[config.mk]
export PLATFORM = sky130hd
export DESIGN_NAME = btli_ram
export DESIGN_NICKNAME = d
export VERILOG_FILES = /design/src/rtl/btli_ram.sv
export SDC_FILE = /design/constraint.sdc
export NUM_CORES = 1
export LEC_CHECK = 0
export BUFFER_PORTS_ARGS = -buffer_cell sky130_fd_sc_hd__buf_2
export CELL_PAD_IN_SITES_DETAIL_PLACEMENT = 0
export CELL_PAD_IN_SITES_GLOBAL_PLACEMENT = 1
export CORE_MARGIN = 3
export CORE_UTILIZATION = 40
export DETAILED_ROUTE_END_ITERATION = 10
export GPL_ROUTABILITY_DRIVEN = 0
export PLACE_DENSITY = 0.66
export SLEW_MARGIN = 40
export SYNTH_ARGS = -nofsm -noshare
export SYNTH_HDL_FRONTEND = slang
export SYNTH_SLANG_ARGS = --single-unit
[constraint.sdc]
create_clock -name clk -period 1.7 [get_ports clk]
set_input_delay 0 -clock clk [delete_from_list [all_inputs] [get_ports clk]]
set_output_delay 0 -clock clk [all_outputs]
set_load 0.02 [all_outputs]
[src/rtl/btli_ram.sv]
`timescale 1ns / 1ps
// Generic single-write, single-read RAM with a registered read port.
// Used for the breakpoint storage; depends on nothing else.
module btli_ram #(
	parameter int WIDTH = 8,
	parameter int DEPTH = 16
) (
	input  logic                     clk,
	input  logic                     we,
	input  logic [$clog2(DEPTH)-1:0] waddr,
	input  logic [WIDTH-1:0]         wdata,
	input  logic                     re,
	input  logic [$clog2(DEPTH)-1:0] raddr,
	output logic [WIDTH-1:0]         rdata
);

	logic [WIDTH-1:0] mem_q [DEPTH];

	// Write port and registered read port.
	always_ff @(posedge clk) begin
		if (we) begin
			mem_q[waddr] <= wdata;
		end
		if (re) begin
			rdata <= mem_q[raddr];
		end
	end

endmodule

# Word level (Yosys, flattened, before mapping)
# Memory sizes are Yosys's and may differ from the RTL's. A register that Yosys moved wholly into a read port is not among the register bits.
# Cells that the tools add are included.
[totals] reg_bits=0 output_inout_bits=8 in_bits=19 elab_cells=3 n_memories=1 ram_bits=128
[op_classes] n_mux=2
[mem_list] name="mem_q" words=16 word_bits=8 rd=1 rd_ports_with_merged_regs=1 wr=1 line="17" text="logic [WIDTH-1:0] mem_q [DEPTH];"
[op_table] cell="two-way mux 1 bit" count=2

# Logic depth before layout (Yosys ltp)
# Gate-level depths: netlist of the first run.
[logic_depth] depth_word=2 ltp_mapped=5 depth_no_buf=3

# Worst setup path before layout of the first run
# Ideal clock, no wire load.
[synth_timing] kind="input port to flip-flop" from="input waddr[2]" to="memory mem_q[0][0], enable pin" setup_ns=0.383 cell_stages=2 setup_slack_ns=0.207 n_path_buf=0 arrival_time_ns=1.110 cell_sequence="or3b_2 nor3_1"
[synth_rtl] element="start, declared" line="10" text="input logic [$clog2(DEPTH)-1:0] waddr,"
[synth_rtl] element="end, declared" line="17"
# Straight into the memory's write port.

==> run summary, run 1 <==
Synth cell types: 18
Post-DP HPWL: 6600 um
Die area: 0.0145 mm^2
Most frequent cells in the layout: edfxtp_1, buf_2, buf_4, mux4_2, clkbuf_16
# port buffers: 26
Mapped Area: 0.00523 mm^2
Peak supply drop: 497 uV
Dominant cell type by area after synthesis: edfxtp_1
Static Leakage: 2.16 nW
CTS Sinks: 136
Adder-cell share of the synthesized area: 0%
Met1 Routed Length: 4750 um
Syn_nets: 248
Crit Path Class: flop to flop
Worst slew pin tran: 0.412 ns
Height of the die: 120 um
Worst min path class: primary input to flop
DRT iter0 DRCs: 170
Cells after Synth: 229
Crit-path max FO: 1
Commonest non-fill, non-tap cell in the layout: edfxtp_1
Routed met2 length: 5040 um
Initial antenna violation count: 0
Core Region: 0.0127 mm^2
Pins Over Slew Limit: 0
Share of layout cells above drive strength 1: 30.7%
Max capacitance violation total: 0
Worst R2R Start: mem_q[9][2]
Total power per unit cell area: 1220 mW/mm^2
Hold Path Stages: 3
FF-to-FF End: rdata[2]
Clock Path Buffers: 2
Die outline width: 120 um
Unrepaired setup endpoints after global routing: false
Slew headroom: 72.5%
Crit path time final: 1.57 ns
Avg Inst Size Synth: 22.8 um^2
Post-placement worst setup slack: 0.102 ns
Row count: 41
Synth Area in XOR/XNOR: 0%
Residual DRC count: 0
CP required: 1.84 ns
R2R Setup Slk: 0.13 ns
Outcome: completed
H-tree depth: 4
Mux share of post-synthesis cell area: 14.8%
Antenna Nets Post-Route: 0
Min Hold Slack: 0.146 ns
Area Overhead vs Synth: 22.2%
Hold endpoint: mem_q[4][3]
Initial Util: 41.1%
Main combinational cell family by area after synthesis: multiplexers
Crit path launch type: flop
R2R depth: 3
CTS Root Cell: clkbuf_16
Cell Area, Placed: 0.00571 mm^2
Synth top area share: 78.1%
GRT overflow: 0
CTS tree: built
WL/cell: 21.6 um
Setup Skew: 0.00417 ns
Max Freq: 0.637 GHz
Final-layout fill cell count: 1072
Synth area leaders: edfxtp_1, mux4_2, mux4_1
Post-Route WL: 10400 um
Hold Fails Final Rpt: 0
Arrival @ worst endpoint: 1.71 ns
N_diodes: 0
Synth Register Bits: 136
First-pass iteration count of the detailed router: 4
Worst-Skew Late Latency: 0.40 ns
First-pass GRT wire length: 16100 um
Via count: 2538
Yosys warnings: 0
Gr usage total: 15.6%
Post-route cell area: 0.00639 mm^2
Routed vias/inst: 5.28
I/O pin count: 27
Crit. End Element: flop
Setup TNS: 0 ns
Largest net degree at the start of global routing: 33
Final Worst Setup Slack: 0.130 ns
# nets final: 315
Total CTS buffers: 17
Hold Startpoint: waddr[0]
Final Core Density: 50.2%
Number of global-route vias before repair: 2643
Reg clk slew, reported paths: 0.06 ns
WL met3: 449 um
Synth Area in Compound Gates: 2.30%
Simple-Gate Fraction of Synth Area: 3.14%
Sequential area share after synthesis: 78.1%
Tcrit/Tclk final: 92.3%
Max Used Layer: met4
# setup viols final: 0
Post CTS Setup Buffer Count: 0
[routing by layer]
layer,track usage (%),up-vias
met1,21.9,1347
met5,0,-
met2,23.9,65
li1,-,1116
met4,6.09,0
met3,3.70,10
[kinds of logic after synthesis]
group	after synthesis
AO/OA/AOI/OAI	16
buffers and inverters	10
flip-flops	136
multiplexers	32
AND/OR/NAND/NOR	35
[cell usage after synthesis (all sizes together)]
master	count
and2b	1
mux4	32
nor2b	1
nand3	1
nor3	4
nand2b	2
clkdlybuf4s25	3
buf	7
and2	1
a22oi	16
edfxtp	136
nand3b	2
nor2	13
nand2	9
or3b	1
[repair_timing]
action | CTS | global route
hold buffers | 9 | 0
gates resized for setup | 0 | 0
endpoints found under the hold margin | 136 | 0
[metrics by stage]
stage / std cells / total power [mW]
finish: 481 / 7.79
floorplan: 229 / 4.07
CTS: 481 / 7.86
global placement: 440 / 4.24
global route: 481 / 8.05
detailed placement: 440 / 4.25
[worst max-delay path by stage]
| stage | end | startpoint | slack, ns |
|---|---|---|---|
| after floorplan | mem_q[0][0] | waddr[2] | 0.21 |
| after global placement | rdata[2] | raddr[0] | 0.12 |
| after detailed placement | rdata[2] | raddr[0] | 0.10 |
| after CTS | rdata[2] | mem_q[9][2] | 0.14 |
| after global routing | rdata[2] | mem_q[9][2] | 0.1 |
| final | rdata[2] | mem_q[9][2] | 0.13 |
[final cells by class]
class / count / area [um^2] / share of cell area (%)
timing repair buffer: 58 / 443 / 6.93
clock buffer: 19 / 433 / 6.78
tap: 172 / 215 / 3.37
clock inverter: 13 / 155 / 2.43
multi-input combinational: 83 / 1060 / 16.6
sequential: 136 / 4080 / 63.9
[critical path, stage by stage (launching register included)]
cell	delay [ns]
edfxtp_1	0.37
mux4_1	0.51
a22oi_1	0.31
nand2_1	0.11
[sequential cells by signal, summed over array words and instances, names as in the netlist]
signal	count
rdata	8
mem_q	128
[power breakdown]
part	total (mW)	internal, mW	switching [mW]
Clock	3.60	2.29	1.31
Sequential	3.80	3.78	0.0212
Combinational	0.392	0.173	0.220
(Power assumes the default switching activity.)
==> inputs of run 2 (changes only) <==
Settings changed: CORE_UTILIZATION 40 to 53, PLACE_DENSITY 0.66 to 0.82.
==> run 2 against run 1 <==
Against the previous run:
- clock power fell by 5%
- sequential cell count unchanged
- combinational power shrank 1%
- total power is 2.4% lower
- maximum frequency increased by 2.3%
- utilization increased by 17 points
- cell area decreased by 1.4%
- critical endpoint is now rdata[6]
- register-to-register slack improved by 0.03 ns
- clock skew up 0.0023 ns
- setup slack better by 0.035 ns
- sequential power about the same
==> run summary, run 2 (synthesized netlist as in run 1, its figures left out) <==
Comb power frac: 5.1%
Setup Skew: 0.00643 ns
Die outline width: 105 um
Final cell count without fillers: 436
Post-CTS sizing: 0
Antenna Nets Post-Route: 0
CTS tree: built
Die area: 0.0111 mm^2
Gr usage total: 19.4%
Unrepaired setup endpoints after global routing: false
Row count: 35
GRT overflow: 0
Area Overhead vs Synth: 20.5%
Post-DP HPWL: 6260 um
Clock Path Buffers: 2
Initial Util: 55.5%
Crit path launch type: flop
N_diodes: 0
H-tree depth: 4
Max FFs per register: 128
Net Sw Power: 1.57 mW
Height of the die: 105 um
Reg clk slew, reported paths: 0.06 ns
Number of global-route vias before repair: 2598
DRT iter0 DRCs: 191
Placed cells: 395
Share of layout cells above drive strength 1: 31.3%
CP required: 1.95 ns
Crit Path Class: flop to flop
Worst-Skew Late Latency: 0.51 ns
Worst slew pin tran: 0.661 ns
Largest net degree at the start of global routing: 33
Crit. End Element: flop
Initial antenna violation count: 0
P_int: 6.04 mW
Hold Fails Final Rpt: 0
Reg power frac: 49.9%
# nets final: 313
Routed vias/inst: 5.69
Via count: 2482
Setup TNS: 0 ns
Pins Over Slew Limit: 0
WL/cell: 22.5 um
I/O pin count: 27
Arrival @ worst endpoint: 1.79 ns
Peak supply drop: 775 uV
Outcome: completed
First-pass GRT wire length: 15300 um
Most frequent cells in the layout: edfxtp_1, buf_2, mux4_2, buf_4
Static Leakage: 2.13 nW
Slew headroom: 55.8%
Commonest non-fill, non-tap cell in the layout: edfxtp_1
Total CTS buffers: 17
Max Freq: 0.652 GHz
Most flop-heavy register: mem_q
# port buffers: 26
Total power per unit cell area: 1210 mW/mm^2
Residual DRC count: 0
Worst min path class: primary input to flop
Crit-path max FO: 1
Top Registers: mem_q (128), rdata (8)
Tcrit/Tclk final: 90.3%
Sw Ratio: 20.6%
# setup viols final: 0
Max capacitance violation total: 0
Clock share of power: 45.0%
CTS Sinks: 136
Post-Route WL: 9820 um
Core Region: 0.00942 mm^2
First-pass iteration count of the detailed router: 4
Crit path time final: 1.53 ns
CTS Root Cell: clkbuf_8
[run 2: cell types whose count changed in the layout (fill, tap and decap cells not counted), sizes merged]
cell and change:
clkbuf -1, bufinv -1, clkinvlp +3, buf -2
clkinv -4, inv +3
[run 2: layer usage]
layer  up-vias  GRT usage (%)  part of all wire [%]
met1      1261           27.0                    41
met5         -              0                     0
li1       1118              -                     -
met4         0           7.12                   1.3
met2        93           30.1                    51
met3        10           4.96                   6.2
[run 2: worst paths after layout]
kind	start	endpoint	slack [ns]	cells after the start
setup / recovery	mem_q[3][6]	rdata[6]	0.17	3
setup reg to reg	mem_q[3][6]	rdata[6]	0.17	3
hold / removal	waddr[0]	mem_q[4][1]	0.06	3
hold reg to reg	mem_q[14][0]	rdata[0]	0.75	3
[run 2: final cells by class]
class | count | area, um^2
clock buffer | 18 | 418
clock inverter | 14 | 149
fill | 593 | 3120
multi-input combinational | 83 | 1060
sequential | 136 | 4080
tap | 129 | 161
timing repair buffer | 56 | 428
[run 2: worst max-delay path, cell delays in order, from the launching register on]
cell and delay (ns):
edfxtp_1 0.40, mux4_2 0.50, a22oi_1 0.28, nand2_1 0.09
[run 2: repair_timing]
action                    4_1_cts  5_1_grt
hold buffers                    9        0
setup buffers                   0        0
hold endpoints to repair      136        0
[run 2: power by group through the flow]
| stage | clock, mW | combinational (mW) | sequential, mW |
|---|---|---|---|
| 2_1_floorplan | 0 | 0.191 | 3.88 |
| 3_3_place_gp | 0 | 0.365 | 3.86 |
| 3_5_place_dp | 0 | 0.374 | 3.87 |
| 4_1_cts | 3.48 | 0.394 | 3.80 |
| 5_1_grt | 3.63 | 0.422 | 3.80 |
| 6_report | 3.42 | 0.387 | 3.80 |
[run 2: through the flow]
step	worst slack (ns)	area, um^2	utilization, %	total power, mW	hold WS [ns]
after floorplan	0.207	5230	-	4.07	0.0989
after global placement	0.134	5640	59.9	4.23	0.363
after detailed placement	0.126	5640	59.9	4.24	0.381
after CTS	0.147	6300	66.9	7.67	0.0344
after global routing	0.0949	6300	66.9	7.86	0.0549
final	0.165	6300	66.9	7.61	0.0585
